==> config.mk <==
export PLATFORM = sky130hd
export DESIGN_NAME = small_int_alu_with_overflow
export DESIGN_NICKNAME = d
export VERILOG_FILES = /design/src/rtl/siao_pkg.sv /design/src/rtl/small_int_alu_with_overflow.sv /design/src/rtl/siao_front.sv /design/src/rtl/siao_queue.sv /design/src/rtl/siao_back.sv
export SDC_FILE = /design/constraint.sdc
export NUM_CORES = 2
export LEC_CHECK = 0
export ABC_AREA = 0
export BUFFER_PORTS_ARGS = -buffer_cell sky130_fd_sc_hd__buf_2
export CORE_MARGIN = 1.5
export CORE_UTILIZATION = 39
export CTS_CLUSTER_SIZE = 28
export DETAILED_ROUTE_END_ITERATION = 8
export GPL_TIMING_DRIVEN = 0
export PLACE_DENSITY_LB_ADDON = 0.2
export RECOVER_POWER = 50
export SYNTH_ARGS = -nofsm -noshare
export SYNTH_HDL_FRONTEND = slang
export SYNTH_SLANG_ARGS = --single-unit
export TNS_END_PERCENT = 1
==> constraint.sdc <==
create_clock -name clk -period 53.5 [get_ports clk]
set_clock_uncertainty 0.05 [all_clocks]
set_input_delay 0 -clock clk [delete_from_list [all_inputs] [get_ports clk]]
set_output_delay 0 -clock clk [all_outputs]
set_load 0.01 [all_outputs]
==> src/rtl/siao_pkg.sv <==
// Shared types, opcodes and result kinds for the small integer ALU.
// No dependencies.
`timescale 1ns / 1ps
package siao_pkg;
  localparam int IntWidth = 16;
  localparam int QueueDepth = 2;
  localparam int DivSteps = IntWidth;

  localparam logic [4:0] OpAdd = 5'd0;
  localparam logic [4:0] OpSub = 5'd1;
  localparam logic [4:0] OpLt = 5'd2;
  localparam logic [4:0] OpGt = 5'd3;
  localparam logic [4:0] OpLe = 5'd4;
  localparam logic [4:0] OpGe = 5'd5;
  localparam logic [4:0] OpEq = 5'd6;
  localparam logic [4:0] OpNe = 5'd7;
  localparam logic [4:0] OpMul = 5'd8;
  localparam logic [4:0] OpQuo = 5'd9;
  localparam logic [4:0] OpRem = 5'd10;
  localparam logic [4:0] OpAnd = 5'd11;
  localparam logic [4:0] OpXor = 5'd12;
  localparam logic [4:0] OpEq2 = 5'd13;
  localparam logic [4:0] OpShift = 5'd19;

  localparam logic [1:0] KindInt = 2'd0;
  localparam logic [1:0] KindTrue = 2'd1;
  localparam logic [1:0] KindFalse = 2'd2;
  localparam logic [1:0] KindNil = 2'd3;

  // Classified word handed from front to back.
  typedef enum logic [3:0] {
    CL_PASS = 4'b0001,
    CL_FIXED = 4'b0010,
    CL_MUL = 4'b0100,
    CL_DIV = 4'b1000
  } cls_t;

  typedef struct packed {
    cls_t cls;
    logic is_rem;
    logic [1:0] kind;
    logic signed [IntWidth-1:0] value;
    logic signed [IntWidth-1:0] a;
    logic signed [IntWidth-1:0] b;
  } word_t;
endpackage

==> src/rtl/small_int_alu_with_overflow.sv <==
// Top level of the small integer ALU: front, queue, back.
// Depends on siao_pkg, siao_front, siao_queue, siao_back.
//
// Input channel in_valid/in_ready carries one word: in_action, in_operand_a,
// in_operand_b. Output channel out_valid/out_ready carries out_result_kind
// (0 int, 1 true, 2 false, 3 nil) and out_result_value.
// Throughput: one word per cycle while the receiver does not stall. Each word
// passes one queue register, one stage for the multiply and sign handling,
// sixteen one-bit divide stages and one result stage. Every op travels the
// same path so results stay in order.
// Reset (rst_n low, synchronous) empties the queue and pipeline.
// When the receiver stalls the back pipeline freezes, the queue fills, and
// in_ready drops once both queue entries are taken.
`timescale 1ns / 1ps
module small_int_alu_with_overflow (
  input  logic clk,
  input  logic rst_n,
  input  logic in_valid,
  output logic in_ready,
  input  logic [4:0] in_action,
  input  logic signed [15:0] in_operand_a,
  input  logic signed [15:0] in_operand_b,
  output logic out_valid,
  input  logic out_ready,
  output logic [1:0] out_result_kind,
  output logic signed [15:0] out_result_value
);
  siao_pkg::word_t fw, qw;
  logic q_valid, q_ready;

  siao_front u_front (.action(in_action), .a(in_operand_a), .b(in_operand_b), .w(fw));

  siao_queue u_queue (
    .clk(clk), .rst_n(rst_n),
    .push_valid(in_valid), .push_ready(in_ready), .push_word(fw),
    .pop_valid(q_valid), .pop_ready(q_ready), .pop_word(qw)
  );

  siao_back u_back (
    .clk(clk), .rst_n(rst_n),
    .in_valid(q_valid), .in_ready(q_ready), .in_word(qw),
    .out_valid(out_valid), .out_ready(out_ready),
    .out_kind(out_result_kind), .out_value(out_result_value)
  );
endmodule

==> src/rtl/siao_front.sv <==
// Front end (combinational): classifies words, evaluates cheap ops, tags mul/div.
// Depends on siao_pkg.
`timescale 1ns / 1ps
module siao_front (
  input  logic [4:0] action,
  input  logic signed [siao_pkg::IntWidth-1:0] a,
  input  logic signed [siao_pkg::IntWidth-1:0] b,
  output siao_pkg::word_t w
);
  localparam int W = siao_pkg::IntWidth;
  logic signed [W:0] sum_x, dif_x;
  logic [W-1:0] shl, shr;
  logic signed [W:0] nb;
  logic cmp_lt, cmp_eq;

  assign sum_x = {a[W-1], a} + {b[W-1], b};
  assign dif_x = {a[W-1], a} - {b[W-1], b};
  assign nb = -{b[W-1], b};
  assign cmp_lt = a < b;
  assign cmp_eq = a == b;
  assign shl = ($signed(b) >= W) ? '0 : (a << b[$clog2(W):0]);
  assign shr = (nb >= W) ? {W{a[W-1]}} : W'(a >>> nb[$clog2(W):0]);

  // Classify and evaluate cheap ops.
  always_comb begin
    w.cls = siao_pkg::CL_FIXED;
    w.is_rem = (action == siao_pkg::OpRem);
    w.kind = siao_pkg::KindInt;
    w.value = a;
    w.a = a;
    w.b = b;
    unique case (action)
      siao_pkg::OpAdd: begin
        w.value = sum_x[W-1:0];
        if (sum_x[W] != sum_x[W-1]) w.kind = siao_pkg::KindNil;
      end
      siao_pkg::OpSub: begin
        w.value = dif_x[W-1:0];
        if (dif_x[W] != dif_x[W-1]) w.kind = siao_pkg::KindNil;
      end
      siao_pkg::OpLt: w.kind = cmp_lt ? siao_pkg::KindTrue : siao_pkg::KindFalse;
      siao_pkg::OpGt: w.kind = (!cmp_lt && !cmp_eq) ? siao_pkg::KindTrue
                                                    : siao_pkg::KindFalse;
      siao_pkg::OpLe: w.kind = (cmp_lt || cmp_eq) ? siao_pkg::KindTrue
                                                  : siao_pkg::KindFalse;
      siao_pkg::OpGe: w.kind = !cmp_lt ? siao_pkg::KindTrue : siao_pkg::KindFalse;
      siao_pkg::OpEq, siao_pkg::OpEq2:
        w.kind = cmp_eq ? siao_pkg::KindTrue : siao_pkg::KindFalse;
      siao_pkg::OpNe: w.kind = !cmp_eq ? siao_pkg::KindTrue : siao_pkg::KindFalse;
      siao_pkg::OpMul: w.cls = siao_pkg::CL_MUL;
      siao_pkg::OpQuo, siao_pkg::OpRem: begin
        if (b == '0 || (a == {1'b1, {(W-1){1'b0}}} && b == '1))
          w.kind = siao_pkg::KindNil;
        else w.cls = siao_pkg::CL_DIV;
      end
      siao_pkg::OpAnd: w.value = a & b;
      siao_pkg::OpXor: w.value = a ^ b;
      siao_pkg::OpShift: w.value = b[W-1] ? shr : shl;
      default: w.cls = siao_pkg::CL_PASS;
    endcase
    if (w.kind != siao_pkg::KindInt) w.value = '0;
  end
endmodule

==> src/rtl/siao_queue.sv <==
// Short word queue between front and back.
// Depends on siao_pkg.
`timescale 1ns / 1ps
module siao_queue (
  input  logic clk,
  input  logic rst_n,
  input  logic push_valid,
  output logic push_ready,
  input  siao_pkg::word_t push_word,
  output logic pop_valid,
  input  logic pop_ready,
  output siao_pkg::word_t pop_word
);
  siao_pkg::word_t mem_r [siao_pkg::QueueDepth];
  logic wp_r, rp_r, wp_nxt, rp_nxt;
  logic [1:0] cnt_r, cnt_nxt;
  logic push, pop;

  assign push_ready = cnt_r != 2'(siao_pkg::QueueDepth);
  assign pop_valid = cnt_r != '0;
  assign pop_word = mem_r[rp_r];
  assign push = push_valid && push_ready;
  assign pop = pop_valid && pop_ready;
  assign wp_nxt = push ? !wp_r : wp_r;
  assign rp_nxt = pop ? !rp_r : rp_r;
  assign cnt_nxt = cnt_r + 2'(push) - 2'(pop);

  // Advance pointers and count.
  always_ff @(posedge clk) begin
    if (!rst_n) begin
      wp_r <= 1'b0;
      rp_r <= 1'b0;
      cnt_r <= '0;
    end else begin
      wp_r <= wp_nxt;
      rp_r <= rp_nxt;
      cnt_r <= cnt_nxt;
    end
  end

  // Store words.
  always_ff @(posedge clk) begin
    if (push) mem_r[wp_r] <= push_word;
  end

  a_no_over: assert property (@(posedge clk) disable iff (!rst_n)
    cnt_r <= 2'(siao_pkg::QueueDepth)) else $error("queue overflow");
  a_cnt: assert property (@(posedge clk) disable iff (!rst_n)
    (push && !pop) |=> cnt_r == $past(cnt_r) + 2'd1) else $error("count slip");
  a_cnt_dn: assert property (@(posedge clk) disable iff (!rst_n)
    (pop && !push) |=> cnt_r == $past(cnt_r) - 2'd1) else $error("count slip on pop");
endmodule

==> src/rtl/siao_back.sv <==
// Back end: pipelined multiplier and restoring divider, one word per cycle unless stalled.
// Depends on siao_pkg.
`timescale 1ns / 1ps
module siao_back (
  input  logic clk,
  input  logic rst_n,
  input  logic in_valid,
  output logic in_ready,
  input  siao_pkg::word_t in_word,
  output logic out_valid,
  input  logic out_ready,
  output logic [1:0] out_kind,
  output logic signed [siao_pkg::IntWidth-1:0] out_value
);
  localparam int W = siao_pkg::IntWidth;
  localparam int S = siao_pkg::DivSteps + 2;

  typedef struct packed {
    siao_pkg::cls_t cls;
    logic is_rem;
    logic [1:0] kind;
    logic [W-1:0] value;
    logic [W-1:0] rem;
    logic [W-1:0] quo;
    logic [W-1:0] dvs;
    logic neg_q;
    logic neg_r;
    logic signed [2*W-1:0] prod;
  } st_t;

  st_t st_r [S];
  logic vld_r [S];
  logic adv;
  st_t s0;

  assign adv = !vld_r[S-1] || out_ready;
  assign in_ready = adv;
  assign out_valid = vld_r[S-1];

  // Stage zero: magnitudes and product.
  always_comb begin
    s0 = '0;
    s0.cls = in_word.cls;
    s0.is_rem = in_word.is_rem;
    s0.kind = in_word.kind;
    s0.value = in_word.value;
    s0.quo = in_word.a[W-1] ? W'(-in_word.a) : in_word.a;
    s0.dvs = in_word.b[W-1] ? W'(-in_word.b) : in_word.b;
    s0.neg_q = in_word.a[W-1] ^ in_word.b[W-1];
    s0.neg_r = in_word.a[W-1];
    s0.prod = in_word.a * in_word.b;
  end

  // Advance the pipeline; one divide bit per stage.
  always_ff @(posedge clk) begin
    if (!rst_n) begin
      for (int i = 0; i < S; i++) vld_r[i] <= 1'b0;
    end else if (adv) begin
      vld_r[0] <= in_valid;
      for (int i = 1; i < S; i++) vld_r[i] <= vld_r[i-1];
    end
  end

  always_ff @(posedge clk) begin
    if (adv) begin
      st_r[0] <= s0;
      for (int i = 1; i < S - 1; i++) begin
        logic [W:0] t;
        t = {st_r[i-1].rem, st_r[i-1].quo[W-1]};
        st_r[i] <= st_r[i-1];
        if (t >= {1'b0, st_r[i-1].dvs}) begin
          st_r[i].rem <= W'(t - {1'b0, st_r[i-1].dvs});
          st_r[i].quo <= {st_r[i-1].quo[W-2:0], 1'b1};
        end else begin
          st_r[i].rem <= t[W-1:0];
          st_r[i].quo <= {st_r[i-1].quo[W-2:0], 1'b0};
        end
      end
      // Final stage: resolve the result.
      st_r[S-1] <= st_r[S-2];
      unique case (st_r[S-2].cls)
        siao_pkg::CL_MUL: begin
          if (st_r[S-2].prod[2*W-1:W-1] != '0 && st_r[S-2].prod[2*W-1:W-1] != '1) begin
            st_r[S-1].kind <= siao_pkg::KindNil;
            st_r[S-1].value <= '0;
          end else st_r[S-1].value <= st_r[S-2].prod[W-1:0];
        end
        siao_pkg::CL_DIV: begin
          if (st_r[S-2].is_rem)
            st_r[S-1].value <= st_r[S-2].neg_r ? W'(-st_r[S-2].rem) : st_r[S-2].rem;
          else
            st_r[S-1].value <= st_r[S-2].neg_q ? W'(-st_r[S-2].quo) : st_r[S-2].quo;
        end
        default: ;
      endcase
    end
  end

  assign out_kind = st_r[S-1].kind;
  assign out_value = st_r[S-1].value;

  a_hold: assert property (@(posedge clk) disable iff (!rst_n)
    (out_valid && !out_ready) |=> out_valid && $stable(out_value)) else $error("hold");
  a_nil0: assert property (@(posedge clk) disable iff (!rst_n)
    (out_valid && out_kind != siao_pkg::KindInt) |-> out_value == '0) else $error("nil");
  a_kind_hold: assert property (@(posedge clk) disable iff (!rst_n)
    (out_valid && !out_ready) |=> $stable(out_kind)) else $error("kind hold");
endmodule
==> impl_metrics.toml <==
[synth]
leading_register_cell_type_out_of_synthesis = "edfxtp_1"
postSynthNetCount = 8100
synth.yosys.warnings = 0
syn-cell-area_um2 = 93300
synth_cell_types = 113
synth_top_area_cell = "edfxtp_1"
ys_seq_area_share_pct = 61.2
post-synth-top-count-cell = "edfxtp_1"
top_cells_by_area_in_the_synthesized_netlist = "edfxtp_1 (61%), fa_1 (6.0%), ha_1 (4.9%)"
postSynth.asyncResetShare_pct = 0
synth_enable_flop_cells = 1898
synthesis.instances = 7413
avg_cell_area_syn_um2 = 12.6
ys_seq_elements = 1904
post-synth-top-area-fraction_pct = 61.1
synthTopCellsByCount = "edfxtp_1 (1898), nand2_1 (1051), inv_1 (654), nor2_1 (588), a21oi_1 (457)"

[placement]
port_buffers = 58
dpl_worst_slack_ns = 43.41
finalWeightedCongestion = 0.952
dp.final_hpwl_mm = 157
post_placement_cell_count = 10671

[global_route]
grt_antenna_before_repair = 8
grt_max_degree = 127
gr-usage-met1_pct = 24.0
grt_usage_pct = 17.5
use_met3_pct = 2.70
grt_pass1_wl_mm = 329
groute.layer.met2.usage_pct = 28.9
grt_busiest_layer = "met2"
grt_remaining_overflow = 0
first_global_vias = 56225

[timing]
timing.slew.headroom_pct = -67.1
tns_ns = 0
max_freq_mhz = 89.8
report.final.setup_viol = 0
final-hold-violation-count = 0
rsz0062_at_grt = "false"
fin_crit_sh_pct = 20.8
finalMaxSlewViolations = 102
timing_worst_slew_pin_value_ns = 2.50
final_period_minus_worst_setup_slack_ns = 11.13
setup_ws_ns = 42.37

[cells_and_area]
num-nets-final = 8449
stdcell_count = 11089
post_route_cells_drive_above_1_share_pct = 6.28
number_of_filler_instances_in_the_final_layout = 21834
area_growth_pct = 12.8
utilization_after_layout_pct = 44.2

[clock_tree]
postCtsSetupRepairBufs = 0
cts.sink_count = 1904
clock_buffer_count_from_cts = 197
cts_htree_levels = 4
clk_pin_slew_worst_paths_ns = 0.06
tritoncts = "built"
cts.root.buffer_cell = "clkbuf_16"
clk-insertion-delay-late_ns = 0.85
number_of_buffers_between_clock_root_and_the_deepest_sink = 3

[worst_setup_path]
crit_end_element = "flip-flop"
path_delay_family = "adder cells"
cpMaxStageDelayCell = "mux2i_1"
critical_path_buf_inv_count = 10
critical_path_class = "flip-flop to flip-flop"
timing.critical_path.arrival_ns = 11.65
slowest_delay_ns = 0.87
critical_path.startpoint_type = "flip-flop"
worst-endpoint-required_ns = 54.02
crit_path_max_fanout = 10

[floorplanning]
io_pins = 61
placement_rows = 179
die_height_um = 492
die_area_um2 = 242000
core_um2 = 238000
fp.dieW_um = 492
initial_utilization_pct = 39.2

[routing]
wire_length_per_cell_um = 19.4
drt_drc_violations_left = 6
via_count = 56400
final_antenna_net_count = 0
drt_first_iter_violations = 3970
drt_first_pass_iters = 7
viasPerCell = 5.09
drt-total-wl_mm = 215

[status]
violated_checks = "design-rule violations, max-capacitance violations, max-slew violations"
outcome = "complete, but fails checks"

[flow_run]
max_cap_violations = 4

[worst_hold_path]
min_path_type = "primary input to flip-flop"
==> worst min-delay path: stages <==
cell,delay (ns)
dlygate4sd3_1,0.53
buf_2,0.14
nand2_1,0.08
and2_1,0.13
o21a_1,0.10
==> metal layers <==
layer  wire, um  share of wire, %
met4       5360               2.5
met2     101000                47
met5          0                 0
met1      97500                45
met3      11000               5.1
==> kinds of logic after synthesis <==
kind of cell,share of synthesized area [%]
AOI/OAI and AO/OA,7.79
xor gates and xnor gates,2.73
adders and majority gates,10.9
buffers and inverters,3.93
DFF,61.2
muxes,2.70
and+or+nand+nor,10.7
==> flip-flops by register name, summed over array words and instances (netlist names), named ones only <==
signal / count
u_back.st_r: 1771
u_back.vld_r: 18
u_queue.cnt_r: 2
u_queue.mem_r: 110
u_queue.rp_r: 1
u_queue.wp_r: 1
==> per-stage QoR <==
step | hold slack, ns | instance area (um^2)
5_1_grt | 0.110 | 105000
2_1_floorplan | 0.0489 | 93300
3_3_place_gp | 0.266 | 97600
4_1_cts | 0.00415 | 105000
6_report | 0.137 | 105000
3_5_place_dp | 0.270 | 98400
==> cell usage in the layout (no fill, tap or decap), types with 34 or more instances in the layout <==
| cell type | count |
|---|---|
| o21ai_0 | 272 |
| nor3_1 | 107 |
| fa_1 | 279 |
| mux2i_1 | 146 |
| xor2_1 | 100 |
| a211oi_1 | 62 |
| a21o_1 | 45 |
| nor2b_1 | 88 |
| or3_1 | 41 |
| clkbuf_1 | 301 |
| nor2_1 | 588 |
| clkbuf_16 | 198 |
| clkinv_1 | 40 |
| nand3_1 | 80 |
| nand4_1 | 59 |
| o31ai_1 | 34 |
| a31oi_1 | 44 |
| nand2b_1 | 60 |
| nand2_1 | 1051 |
| a21oi_1 | 457 |
| and3_1 | 49 |
| xnor2_1 | 188 |
| inv_1 | 654 |
| edfxtp_1 | 1898 |
| o21a_1 | 48 |
| mux2_2 | 51 |
| ha_1 | 367 |
| dlygate4sd3_1 | 59 |
==> timing repair <==
item                       in CTS  in global routing
setup endpoints to repair       0                  0
resized for setup               0                  0
hold endpoints to repair      201                  0
hold buffers                   59                  0
==> area by class of cell <==
type / count / area, um^2 / area share [%]
clock buffer: 251 / 5160 / 4.91
multi-input combinational: 4592 / 32500 / 30.9
sequential: 1904 / 57100 / 54.3
buffer: 258 / 1150 / 1.10
tap: 3167 / 3960 / 3.77
clock inverter: 104 / 1280 / 1.22
timing repair buffer: 150 / 1570 / 1.49
antenna: 4 / 10.0 / 0.00951
inverter: 659 / 2480 / 2.36
==> final timing paths <==
| kind | startpoint | end | slack, ns | depth (start not counted) |
|---|---|---|---|---|
| max | flip-flop | u_back.st_r[0][31] | 42.37 | 28 |
| min reg2reg | u_back.st_r[1][30] | u_back.st_r[1][135] | 0.35 | 0 |
| min | in_valid | u_queue.wp_r | 0.14 | 5 |
| max reg2reg | flip-flop | u_back.st_r[0][31] | 42.37 | 28 |
Power is left out: the tool's default activity adds up to more than one toggle a clock period on the data nets, which glitch-free logic cannot reach.
